[src/rtl/core/assert_macros.svh]
// ----------------------------------------------------------------------------
// Assertion macros shared by the divisor search unit.
// Every check is sampled on the rising edge of i_clk and is held off while
// the synchronous reset i_rst_n is low.
// ----------------------------------------------------------------------------
`ifndef ASSERT_MACROS_SVH
`define ASSERT_MACROS_SVH

// The property must hold at every sampled clock edge.
`define RDS_ASSERT(label, prop, msg) \
    label: assert property (@(posedge i_clk) disable iff (!i_rst_n) (prop)) else $error(msg);

// If the condition holds at one edge, the result must hold at the next edge.
`define RDS_ASSERT_NEXT(label, cond, result, msg) \
    label: assert property (@(posedge i_clk) disable iff (!i_rst_n) \
        (cond) |=> (result)) else $error(msg);

`endif

[src/rtl/core/rds_pkg.sv]
// ----------------------------------------------------------------------------
// rds_pkg
// Types and constants shared by the divisor search unit: the request codes,
// the match kinds, the sequencer states and the structures that carry one
// search step and one match between the modules.
// ----------------------------------------------------------------------------
package rds_pkg;

    // Width of one truth table.
    localparam int DATA_W = 64;
    // Index width that covers the largest supported store of 64 entries.
    localparam int IDX_W = 6;
    // Width of the index fields of a result word.
    localparam int OUT_IDX_W = 5;

    // Request codes of an input word.
    typedef enum logic {
        REQ_LOAD   = 1'b0,
        REQ_SEARCH = 1'b1
    } t_req;

    // Kind of match reported in a result word.
    typedef enum logic [2:0] {
        KIND_NONE   = 3'd0,
        KIND_SINGLE = 3'd1,
        KIND_AND2   = 3'd2,
        KIND_OR2    = 3'd3,
        KIND_AND3   = 3'd4
    } t_kind;

    // Operation carried by one search step through the read pipeline.
    typedef enum logic [2:0] {
        OP_LOAD_I = 3'd0,
        OP_LOAD_J = 3'd1,
        OP_CMP1   = 3'd2,
        OP_CMP2   = 3'd3,
        OP_CMP3   = 3'd4
    } t_op;

    // Sequencer states.
    typedef enum logic [3:0] {
        ST_IDLE   = 4'd0,
        ST_SINGLE = 4'd1,
        ST_PAIR_I = 4'd2,
        ST_PAIR_J = 4'd3,
        ST_TRI_I  = 4'd4,
        ST_TRI_J  = 4'd5,
        ST_TRI_K  = 4'd6,
        ST_DRAIN  = 4'd7,
        ST_DONE   = 4'd8
    } t_state;

    // One step issued together with its memory read.
    typedef struct packed {
        logic             valid;
        t_op              op;
        logic [IDX_W-1:0] i;
        logic [IDX_W-1:0] j;
        logic [IDX_W-1:0] k;
    } t_step;

    // One match: its kind and up to three divisor indices.
    typedef struct packed {
        t_kind            kind;
        logic [IDX_W-1:0] a;
        logic [IDX_W-1:0] b;
        logic [IDX_W-1:0] c;
    } t_match;

    localparam t_match MATCH_NONE = '{kind: KIND_NONE, a: '0, b: '0, c: '0};

endpackage

[src/rtl/core/rds_ram.sv]
// ----------------------------------------------------------------------------
// rds_ram
// Generic single-port-write, single-port-read memory with a registered read.
// Read data appears in the cycle after the address is presented.
// ----------------------------------------------------------------------------
module rds_ram #(
    parameter int WIDTH = 64,
    parameter int DEPTH = 32
) (
    input  logic                     i_clk,
    input  logic                     i_wr_en,
    input  logic [$clog2(DEPTH)-1:0] i_wr_addr,
    input  logic [WIDTH-1:0]         i_wr_data,
    input  logic [$clog2(DEPTH)-1:0] i_rd_addr,
    output logic [WIDTH-1:0]         o_rd_data
);

    logic [WIDTH-1:0] r_mem [DEPTH];
    logic [WIDTH-1:0] r_rd_data;

    // Write port and registered read port.
    always_ff @(posedge i_clk) begin
        if (i_wr_en) begin
            r_mem[i_wr_addr] <= i_wr_data;
        end
        r_rd_data <= r_mem[i_rd_addr];
    end

    assign o_rd_data = r_rd_data;

endmodule

[src/rtl/core/rds_eval.sv]
// ----------------------------------------------------------------------------
// rds_eval
// Evaluation stage of the search pipeline. It takes the step issued in the
// previous cycle together with the word read for it, keeps the first divisor
// and the AND of the first two divisors, and compares against the target.
// ----------------------------------------------------------------------------
`include "assert_macros.svh"

module rds_eval
    import rds_pkg::*;
(
    input  logic              i_clk,
    input  logic              i_rst_n,
    input  t_step             i_step,
    input  logic [DATA_W-1:0] i_rd_data,
    input  logic [DATA_W-1:0] i_target,
    output logic              o_hit,
    output t_match            o_cand
);

    t_step             r_s1;
    logic [DATA_W-1:0] r_di;
    logic [DATA_W-1:0] r_dij;
    logic [DATA_W-1:0] and2;
    logic [DATA_W-1:0] or2;
    logic [DATA_W-1:0] and3;

    // Step register aligned with the memory read latency.
    always_ff @(posedge i_clk) begin
        if (!i_rst_n) begin
            r_s1 <= '0;
        end else begin
            r_s1 <= i_step;
        end
    end

    // Held operands: first divisor and the AND of the first two.
    always_ff @(posedge i_clk) begin
        if (r_s1.valid && (r_s1.op == OP_LOAD_I)) begin
            r_di <= i_rd_data;
        end
        if (r_s1.valid && (r_s1.op == OP_LOAD_J)) begin
            r_dij <= r_di & i_rd_data;
        end
    end

    assign and2 = r_di & i_rd_data;
    assign or2  = r_di | i_rd_data;
    assign and3 = r_dij & i_rd_data;

    // Compare the combination selected by the step against the target.
    always_comb begin
        o_hit  = 1'b0;
        o_cand = MATCH_NONE;
        if (r_s1.valid) begin
            case (r_s1.op)
                OP_CMP1: begin
                    if (i_rd_data == i_target) begin
                        o_hit  = 1'b1;
                        o_cand = '{kind: KIND_SINGLE, a: r_s1.i, b: '0, c: '0};
                    end
                end
                OP_CMP2: begin
                    if (and2 == i_target) begin
                        o_hit  = 1'b1;
                        o_cand = '{kind: KIND_AND2, a: r_s1.i, b: r_s1.j, c: '0};
                    end else if (or2 == i_target) begin
                        o_hit  = 1'b1;
                        o_cand = '{kind: KIND_OR2, a: r_s1.i, b: r_s1.j, c: '0};
                    end
                end
                OP_CMP3: begin
                    if (and3 == i_target) begin
                        o_hit  = 1'b1;
                        o_cand = '{kind: KIND_AND3, a: r_s1.i, b: r_s1.j, c: r_s1.k};
                    end
                end
                default: begin
                    o_hit  = 1'b0;
                    o_cand = MATCH_NONE;
                end
            endcase
        end
    end

    // A pair or triple always names divisors in strictly rising order.
    `RDS_ASSERT(a_eval_pair_order, !(o_hit && (o_cand.kind == KIND_AND2 || o_cand.kind == KIND_OR2)) || (o_cand.a < o_cand.b), "pair match indices out of order")
    `RDS_ASSERT(a_eval_tri_order, !(o_hit && o_cand.kind == KIND_AND3) || ((o_cand.a < o_cand.b) && (o_cand.b < o_cand.c)), "triple match indices out of order")

endmodule

[src/rtl/core/rds_seq.sv]
// ----------------------------------------------------------------------------
// rds_seq
// Search sequencer. It walks the stored divisors in the order singles, pairs,
// triples and issues one memory read per cycle with its step. A hit reported
// by the evaluation stage ends the walk, and the pending step is dropped.
// ----------------------------------------------------------------------------
`include "assert_macros.svh"

module rds_seq
    import rds_pkg::*;
#(
    parameter int STORE_DEPTH = 32
) (
    input  logic                                i_clk,
    input  logic                                i_rst_n,
    input  logic                                i_start,
    input  logic [$clog2(STORE_DEPTH+1)-1:0]    i_count,
    input  logic                                i_hit,
    input  t_match                              i_cand,
    input  logic                                i_out_free,
    output logic                                o_idle,
    output logic                                o_done,
    output t_match                              o_match,
    output t_step                               o_step,
    output logic [$clog2(STORE_DEPTH)-1:0]      o_rd_addr
);

    localparam int AW = $clog2(STORE_DEPTH);
    localparam int CW = $clog2(STORE_DEPTH + 1);

    t_state        r_state, n_state;
    logic [AW-1:0] r_i, n_i;
    logic [AW-1:0] r_j, n_j;
    logic [AW-1:0] r_k, n_k;
    logic [CW-1:0] r_n, n_n;
    t_match        r_match, n_match;

    logic          step_go;
    t_op           step_op;
    logic [CW-1:0] xi, xj, xk;
    logic [CW-1:0] nm1, nm2, nm3;

    assign xi  = CW'(r_i);
    assign xj  = CW'(r_j);
    assign xk  = CW'(r_k);
    assign nm1 = r_n - CW'(1);
    assign nm2 = r_n - CW'(2);
    assign nm3 = r_n - CW'(3);

    // State and index registers.
    always_ff @(posedge i_clk) begin
        if (!i_rst_n) begin
            r_state <= ST_IDLE;
        end else begin
            r_state <= n_state;
        end
        r_i     <= n_i;
        r_j     <= n_j;
        r_k     <= n_k;
        r_n     <= n_n;
        r_match <= n_match;
    end

    // Next state, index walk and read issue.
    always_comb begin
        n_state   = r_state;
        n_i       = r_i;
        n_j       = r_j;
        n_k       = r_k;
        n_n       = r_n;
        n_match   = r_match;
        step_go   = 1'b0;
        step_op   = OP_CMP1;
        o_rd_addr = r_i;
        case (r_state)
            ST_IDLE: begin
                if (i_start) begin
                    n_n     = i_count;
                    n_i     = '0;
                    n_state = (i_count == '0) ? ST_DRAIN : ST_SINGLE;
                end
            end
            ST_SINGLE: begin
                if (i_hit) begin
                    n_match = i_cand;
                    n_state = ST_DONE;
                end else begin
                    step_go   = 1'b1;
                    step_op   = OP_CMP1;
                    o_rd_addr = r_i;
                    if (xi == nm1) begin
                        n_i     = '0;
                        n_state = (r_n >= CW'(2)) ? ST_PAIR_I : ST_DRAIN;
                    end else begin
                        n_i = r_i + AW'(1);
                    end
                end
            end
            ST_PAIR_I: begin
                if (i_hit) begin
                    n_match = i_cand;
                    n_state = ST_DONE;
                end else begin
                    step_go   = 1'b1;
                    step_op   = OP_LOAD_I;
                    o_rd_addr = r_i;
                    n_j       = r_i + AW'(1);
                    n_state   = ST_PAIR_J;
                end
            end
            ST_PAIR_J: begin
                if (i_hit) begin
                    n_match = i_cand;
                    n_state = ST_DONE;
                end else begin
                    step_go   = 1'b1;
                    step_op   = OP_CMP2;
                    o_rd_addr = r_j;
                    if (xj == nm1) begin
                        if (xi == nm2) begin
                            n_i     = '0;
                            n_state = (r_n >= CW'(3)) ? ST_TRI_I : ST_DRAIN;
                        end else begin
                            n_i     = r_i + AW'(1);
                            n_state = ST_PAIR_I;
                        end
                    end else begin
                        n_j = r_j + AW'(1);
                    end
                end
            end
            ST_TRI_I: begin
                if (i_hit) begin
                    n_match = i_cand;
                    n_state = ST_DONE;
                end else begin
                    step_go   = 1'b1;
                    step_op   = OP_LOAD_I;
                    o_rd_addr = r_i;
                    n_j       = r_i + AW'(1);
                    n_state   = ST_TRI_J;
                end
            end
            ST_TRI_J: begin
                if (i_hit) begin
                    n_match = i_cand;
                    n_state = ST_DONE;
                end else begin
                    step_go   = 1'b1;
                    step_op   = OP_LOAD_J;
                    o_rd_addr = r_j;
                    n_k       = r_j + AW'(1);
                    n_state   = ST_TRI_K;
                end
            end
            ST_TRI_K: begin
                if (i_hit) begin
                    n_match = i_cand;
                    n_state = ST_DONE;
                end else begin
                    step_go   = 1'b1;
                    step_op   = OP_CMP3;
                    o_rd_addr = r_k;
                    if (xk == nm1) begin
                        if (xj == nm2) begin
                            if (xi == nm3) begin
                                n_state = ST_DRAIN;
                            end else begin
                                n_i     = r_i + AW'(1);
                                n_state = ST_TRI_I;
                            end
                        end else begin
                            n_j     = r_j + AW'(1);
                            n_state = ST_TRI_J;
                        end
                    end else begin
                        n_k = r_k + AW'(1);
                    end
                end
            end
            ST_DRAIN: begin
                // The last issued step is evaluated in this cycle.
                n_match = i_hit ? i_cand : MATCH_NONE;
                n_state = ST_DONE;
            end
            ST_DONE: begin
                if (i_out_free) begin
                    n_state = ST_IDLE;
                end
            end
            default: begin
                n_state = ST_IDLE;
            end
        endcase
    end

    assign o_step.valid = step_go;
    assign o_step.op    = step_op;
    assign o_step.i     = IDX_W'(r_i);
    assign o_step.j     = IDX_W'(r_j);
    assign o_step.k     = IDX_W'(r_k);

    assign o_idle  = (r_state == ST_IDLE);
    assign o_done  = (r_state == ST_DONE) && i_out_free;
    assign o_match = r_match;

    // A hit can only come back while a walk is in flight.
    `RDS_ASSERT(a_seq_hit_in_walk, !i_hit || (!o_idle && (r_state != ST_DONE)), "hit outside walk")
    // Every read issued by the walk stays below the loaded divisor count.
    `RDS_ASSERT(a_seq_addr_range, !step_go || (CW'(o_rd_addr) < r_n), "read beyond count")

endmodule

[src/rtl/core/resub_divisor_search_unit.sv]
// ----------------------------------------------------------------------------
// resub_divisor_search_unit
// Input channel: each word is a request type and a 64-bit truth table. A load
// word (request type 0) stores a divisor; when the store already holds
// STORE_DEPTH entries the word is dropped and the overflow flag set.
// A search word (request type 1) compares the target against single
// divisors, then pairs i<j by AND then OR, then triples i<j<k by AND, and
// returns the first match as one result word, with the overflow flag. The
// divisor count clears when the search word is taken, the flag when the
// result word is loaded. Loads give no result word. A search with n stored
// divisors is bounded by the single memory read port, which delivers one
// stored word per cycle; a match ends it early. The input is stalled for the
// whole search; loads are taken one per cycle otherwise. The output register
// holds a result word while the receiver stalls; input words are still taken
// then, and a search that finishes waits for the register to empty. Reset
// clears the count, the flag and the control state; stored divisors are not
// cleared and no clearing pass runs.
// ----------------------------------------------------------------------------
`include "assert_macros.svh"

module resub_divisor_search_unit
    import rds_pkg::*;
#(
    parameter int STORE_DEPTH = 32
) (
    input  logic                 i_clk,
    input  logic                 i_rst_n,
    input  logic                 i_in_valid,
    output logic                 o_in_stall,
    input  logic                 i_req_type,
    input  logic [DATA_W-1:0]    i_truth_word,
    output logic                 o_out_valid,
    input  logic                 i_out_stall,
    output logic                 o_found,
    output logic [2:0]           o_match_kind,
    output logic [OUT_IDX_W-1:0] o_first_index,
    output logic [OUT_IDX_W-1:0] o_second_index,
    output logic [OUT_IDX_W-1:0] o_third_index,
    output logic                 o_overflow
);

    localparam int AW = $clog2(STORE_DEPTH);
    localparam int CW = $clog2(STORE_DEPTH + 1);

    logic [CW-1:0]     r_count;
    logic              r_ovf;
    logic [DATA_W-1:0] r_target;
    logic              r_out_valid;
    logic              r_found;
    logic [2:0]        r_kind;
    logic [OUT_IDX_W-1:0] r_first, r_second, r_third;
    logic              r_out_ovf;

    logic              in_acc;
    logic              is_load;
    logic              start;
    logic              full;
    logic              wr_en;
    logic              out_free;
    logic              seq_idle;
    logic              seq_done;
    t_match            seq_match;
    t_step             step;
    logic [AW-1:0]     rd_addr;
    logic [DATA_W-1:0] rd_data;
    logic              hit;
    t_match            cand;

    // Input handshake: words are taken only while no search runs.
    assign o_in_stall = !seq_idle;
    assign in_acc     = i_in_valid && !o_in_stall;
    assign is_load    = (t_req'(i_req_type) == REQ_LOAD);
    assign full       = (r_count == CW'(STORE_DEPTH));
    assign wr_en      = in_acc && is_load && !full;
    assign start      = in_acc && !is_load;
    assign out_free   = !r_out_valid || !i_out_stall;

    // Divisor count, overflow flag and target word.
    always_ff @(posedge i_clk) begin
        if (!i_rst_n) begin
            r_count <= '0;
            r_ovf   <= 1'b0;
        end else begin
            if (wr_en) begin
                r_count <= r_count + CW'(1);
            end else if (start) begin
                r_count <= '0;
            end
            if (in_acc && is_load && full) begin
                r_ovf <= 1'b1;
            end else if (seq_done) begin
                r_ovf <= 1'b0;
            end
        end
        if (start) begin
            r_target <= i_truth_word;
        end
    end

    // Output register: loaded when a search completes, emptied on acceptance.
    always_ff @(posedge i_clk) begin
        if (!i_rst_n) begin
            r_out_valid <= 1'b0;
        end else if (seq_done) begin
            r_out_valid <= 1'b1;
        end else if (!i_out_stall) begin
            r_out_valid <= 1'b0;
        end
        if (seq_done) begin
            r_found   <= (seq_match.kind != KIND_NONE);
            r_kind    <= seq_match.kind;
            r_first   <= seq_match.a[OUT_IDX_W-1:0];
            r_second  <= seq_match.b[OUT_IDX_W-1:0];
            r_third   <= seq_match.c[OUT_IDX_W-1:0];
            r_out_ovf <= r_ovf;
        end
    end

    assign o_out_valid    = r_out_valid;
    assign o_found        = r_found;
    assign o_match_kind   = r_kind;
    assign o_first_index  = r_first;
    assign o_second_index = r_second;
    assign o_third_index  = r_third;
    assign o_overflow     = r_out_ovf;

    // Divisor store.
    rds_ram #(
        .WIDTH (DATA_W),
        .DEPTH (STORE_DEPTH)
    ) u_ram (
        .i_clk     (i_clk),
        .i_wr_en   (wr_en),
        .i_wr_addr (r_count[AW-1:0]),
        .i_wr_data (i_truth_word),
        .i_rd_addr (rd_addr),
        .o_rd_data (rd_data)
    );

    // Search sequencer.
    rds_seq #(
        .STORE_DEPTH (STORE_DEPTH)
    ) u_seq (
        .i_clk      (i_clk),
        .i_rst_n    (i_rst_n),
        .i_start    (start),
        .i_count    (r_count),
        .i_hit      (hit),
        .i_cand     (cand),
        .i_out_free (out_free),
        .o_idle     (seq_idle),
        .o_done     (seq_done),
        .o_match    (seq_match),
        .o_step     (step),
        .o_rd_addr  (rd_addr)
    );

    // Compare stage.
    rds_eval u_eval (
        .i_clk     (i_clk),
        .i_rst_n   (i_rst_n),
        .i_step    (step),
        .i_rd_data (rd_data),
        .i_target  (r_target),
        .o_hit     (hit),
        .o_cand    (cand)
    );

    // The divisor count never passes the store depth.
    `RDS_ASSERT(a_top_count_bound, r_count <= CW'(STORE_DEPTH), "count beyond store depth")
    // A search clears the count for the next batch of loads.
    `RDS_ASSERT_NEXT(a_top_start_clear, start, r_count == '0, "count not cleared by search")

endmodule

[config.mk]
export PLATFORM = sky130hd
export DESIGN_NAME = resub_divisor_search_unit
export DESIGN_NICKNAME = d
export VERILOG_FILES = /design/src/rtl/core/rds_pkg.sv /design/src/rtl/core/rds_ram.sv /design/src/rtl/core/rds_eval.sv /design/src/rtl/core/rds_seq.sv /design/src/rtl/core/resub_divisor_search_unit.sv
export VERILOG_INCLUDE_DIRS = /design/src /design/src/rtl/core
export SDC_FILE = /design/constraint.sdc
export NUM_CORES = 2
export LEC_CHECK = 0
export BUFFER_PORTS_ARGS = -buffer_cell sky130_fd_sc_hd__buf_2
export CORE_MARGIN = 2
export CORE_UTILIZATION = 50
export CTS_BUF_LIST = sky130_fd_sc_hd__clkbuf_8
export DETAILED_ROUTE_END_ITERATION = 6
export GPL_TIMING_DRIVEN = 0
export PLACE_DENSITY = 0.67
export SYNTH_ARGS = -nofsm -noshare
export SYNTH_HDL_FRONTEND = slang
export SYNTH_SLANG_ARGS = --single-unit
[constraint.sdc]
create_clock -name i_clk -period 12.9 [get_ports i_clk]
set_input_delay 3.87 -clock i_clk [delete_from_list [all_inputs] [get_ports i_clk]]
set_output_delay 3.87 -clock i_clk [all_outputs]
set_load 0.02 [all_outputs]
==> metrics.cfg <==
[die]
dieArea_sq_um=197000
die_w_microns=443.8
initial_core_util_pct=50.28
ios=91
die_h_microns=443.8
core_sq_um=192400
num_rows=161

[route]
drcViolationCount=1
dr.pass1.iters=7
wl_microns=328600
wl_per_cell_microns=32.37
drtIter0Drc=10069
via_count=65580
ant_nets=0
viasPerCell=6.460

[clock_network]
cts_resized=0
htreeDepth=5
clock-sinks=2394
root_buffer=clkbuf_8
cts.clk_slew.worst_paths_ns=0.08
cts_buffers=397
cts_tree=yes
worstSkewPairLatency_ns=1.12
clock_path_buffers=4
cts_hold_buf=0
cts_setup_buffers=0

[power]
peakVddDrop_mv=0.1797
comb_power_share_pct=47.1
switchingPower_w=0.01374
leakagePower_nw=37.50
p_seq_share_pct=32.2
p_int_w=0.01562
finalPower_w=0.02936
power.share.clock_pct=20.7
powerDensity_nw_per_um2=267.8
p_sw_share_pct=46.80

[timing]
min_period_ns=8.690
rsz0062_at_grt=no
clock_skew_ns=0.1204
fin_crit_sh_pct=67.37
slew-limit-headroom_pct=-1.626
setup_tns_ns=0
setup_viol=0
holdWs_ns=0.4087
max_freq_mhz=115.1
worst_slew_pin_slew_ns=1.515
hold_viol=0
final_max_slew_viol_count=3

[yosys]
synth-compound-area-share_pct=9.097
synth_area_sq_um=96720
synthArstFlopShare_pct=0
yosys.area.top_type=edfxtp_1
synth_cells=6713
ys_warn_count=0
yosys.area_share.simple_pct=10.39
synth_top_area_share_pct=71.38
synth_fa_ha_area_share_pct=0.1682
synth.distinct_cells=81
avgSynthCellArea_sq_um=14.41
synth_xor_area_share_pct=0.8965
synth_fp_nets=6795
synth_top_family_by_area=simple AND/OR/NAND/NOR gates
synthMuxAreaShare_pct=3.868
synth_most_common_cell=edfxtp_1
synth_ff_type=edfxtp_1
ys_ff_latch=2394
synth-edff-count=2299
seq_area_frac_synth_pct=73.34
synthTopCellsByArea=edfxtp_1, nand2_1, mux2i_1, a32oi_1, dfxtp_1
yosys-top-cells-count=edfxtp_1, nand2_1, mux2i_1

[global_routing]
grt_pass1_vias=61675
antenna_found_initial=38
track_usage_pct=32.56
overflow=0
grt_max_degree=55
grt_pass1_wl_microns=453300

[run]
drv_cap=1

[placement]
place.gp.congestion=0.9824
dpl_cell_area_sq_um=102600
io_buffers=90
post-dp-hpwl_microns=230000

[critical_path]
cp_max_fo=10
path_buf_inv=3
critPathSlowestCell=a211oi_1
critPathCaptureType=flop
crit_chain=nor2b_1 -> a2111oi_0 -> nand4_1 -> or4_1 -> or4_1 -> a41o_1 -> buf_2 -> buf_2 -> nand2_1 -> nand2_1 -> nand2_1 -> clkbuf_1 -> a31oi_1 -> a211oi_1
cpMostUsedCell=nand2_1
slowest_delay_ns=1.17
cp.required_ns=13.75
critPathKind=flop to flop
startpoint_type=flop
path_delay_family=simple AND/OR/NAND/NOR gates
cp.arrival_ns=9.54

[cells_and_area]
fin_area_sq_um=109600
fin_util_pct=57.00
drive_above_1_share_pct=12.87
area_growth_pct=13.36
final_nets=7402

[run_status]
failed_checks=design-rule violations, max-capacitance violations, max-slew violations
status=finished, violations left

[hold_path]
hp-class=flop to flop

kinds of logic (layout without fill, tap and decap cells):
| logic type | count (synthesis) | in the layout |
|---|---|---|
| adders and majority gates | 13 | 13 |
| AOI/OAI and AO/OA | 1188 | 1188 |
| other | 0 | 10 |
| muxes | 367 | 367 |
| DFF | 2394 | 2394 |
| and+or+nand+nor | 2150 | 2150 |
| xor gates and xnor gates | 99 | 99 |
| buffers and inverters | 502 | 1405 |
routing by layer:
metal / global-route usage (%) / routed length (microns) / up-vias
li1: - / - / 27356
met1: 43.66 / 121200 / 32583
met2: 49.37 / 147200 / 4730
met3: 8.749 / 42870 / 891
met4: 15.88 / 17330 / 20
met5: 0 / 121 / -
stage by stage:
stage | setup WS [ns] | instances
2_1_floorplan | 1.668 | 6713
3_3_place_gp | -5.786 | 9329
6_report | 4.210 | 10152
4_1_cts | 4.579 | 10141
3_5_place_dp | 4.638 | 9446
5_1_grt | 4.404 | 10145
state kept, by name, summed over array words and instances, names as in the netlist, 6 cells and up:
| signal | cells |
|---|---|
| r_count | 6 |
| r_target | 64 |
| u_eval.r_di | 64 |
| u_eval.r_dij | 64 |
| u_eval.r_s1 | 19 |
| u_ram.o_rd_data | 64 |
| u_ram.r_mem | 2048 |
| u_seq.o_match | 18 |
| u_seq.r_n | 6 |
path summary, 6_finish.rpt:
path,start,to,slack [ns],cells past startpoint
worst max-delay path,r_target[19],u_ram.o_rd_data[44],4.21,14
worst min-delay path,u_seq.o_match[4],o_third_index[4],0.41,0
worst max register to register,r_target[19],u_ram.o_rd_data[44],4.21,14
worst min register to register,u_seq.o_match[4],o_third_index[4],0.41,0
area by class of cell:
class,count,area [sq um]
Sequential cell,2394,70940
Clock buffer,422,5808
Inverter,101,381.6
Clock inverter,273,1194
Buffer,401,1784
Antenna cell,10,25.02
Tap cell,2526,3161
Timing Repair Buffer,208,2426
Multi-Input combinational cell,3817,23930
Fill cell,15048,82730
layout by cell type, fill, tap and decap left out, types with 62 or more instances in the layout:
master	netlist	final
nand2_1	1153	1153
edfxtp_1	2299	2299
nand3_1	290	290
buf_12	0	62
nand2b_1	64	64
clkbuf_8	0	422
inv_1	101	237
a32oi_1	242	242
nor4_1	88	85
nor2_1	132	100
a21oi_1	168	167
clkbuf_1	219	219
a31oi_1	221	221
o22ai_1	76	76
buf_2	139	229
dfxtp_1	95	95
and3_1	70	70
clkinv_1	0	89
and2_1	90	90
mux2i_1	313	313
power by group through the flow:
stage / sequential [W] / combinational [W] / clock [W]
finish: 0.00946 / 0.0138 / 0.00608
global route: 0.00947 / 0.0141 / 0.00643
floorplan: 0.00933 / 0.00721 / 0
CTS: 0.00943 / 0.0132 / 0.00611
detailed placement: 0.00959 / 0.0132 / 0
global placement: 0.00962 / 0.0129 / 0
(Power assumes the default switching activity.)
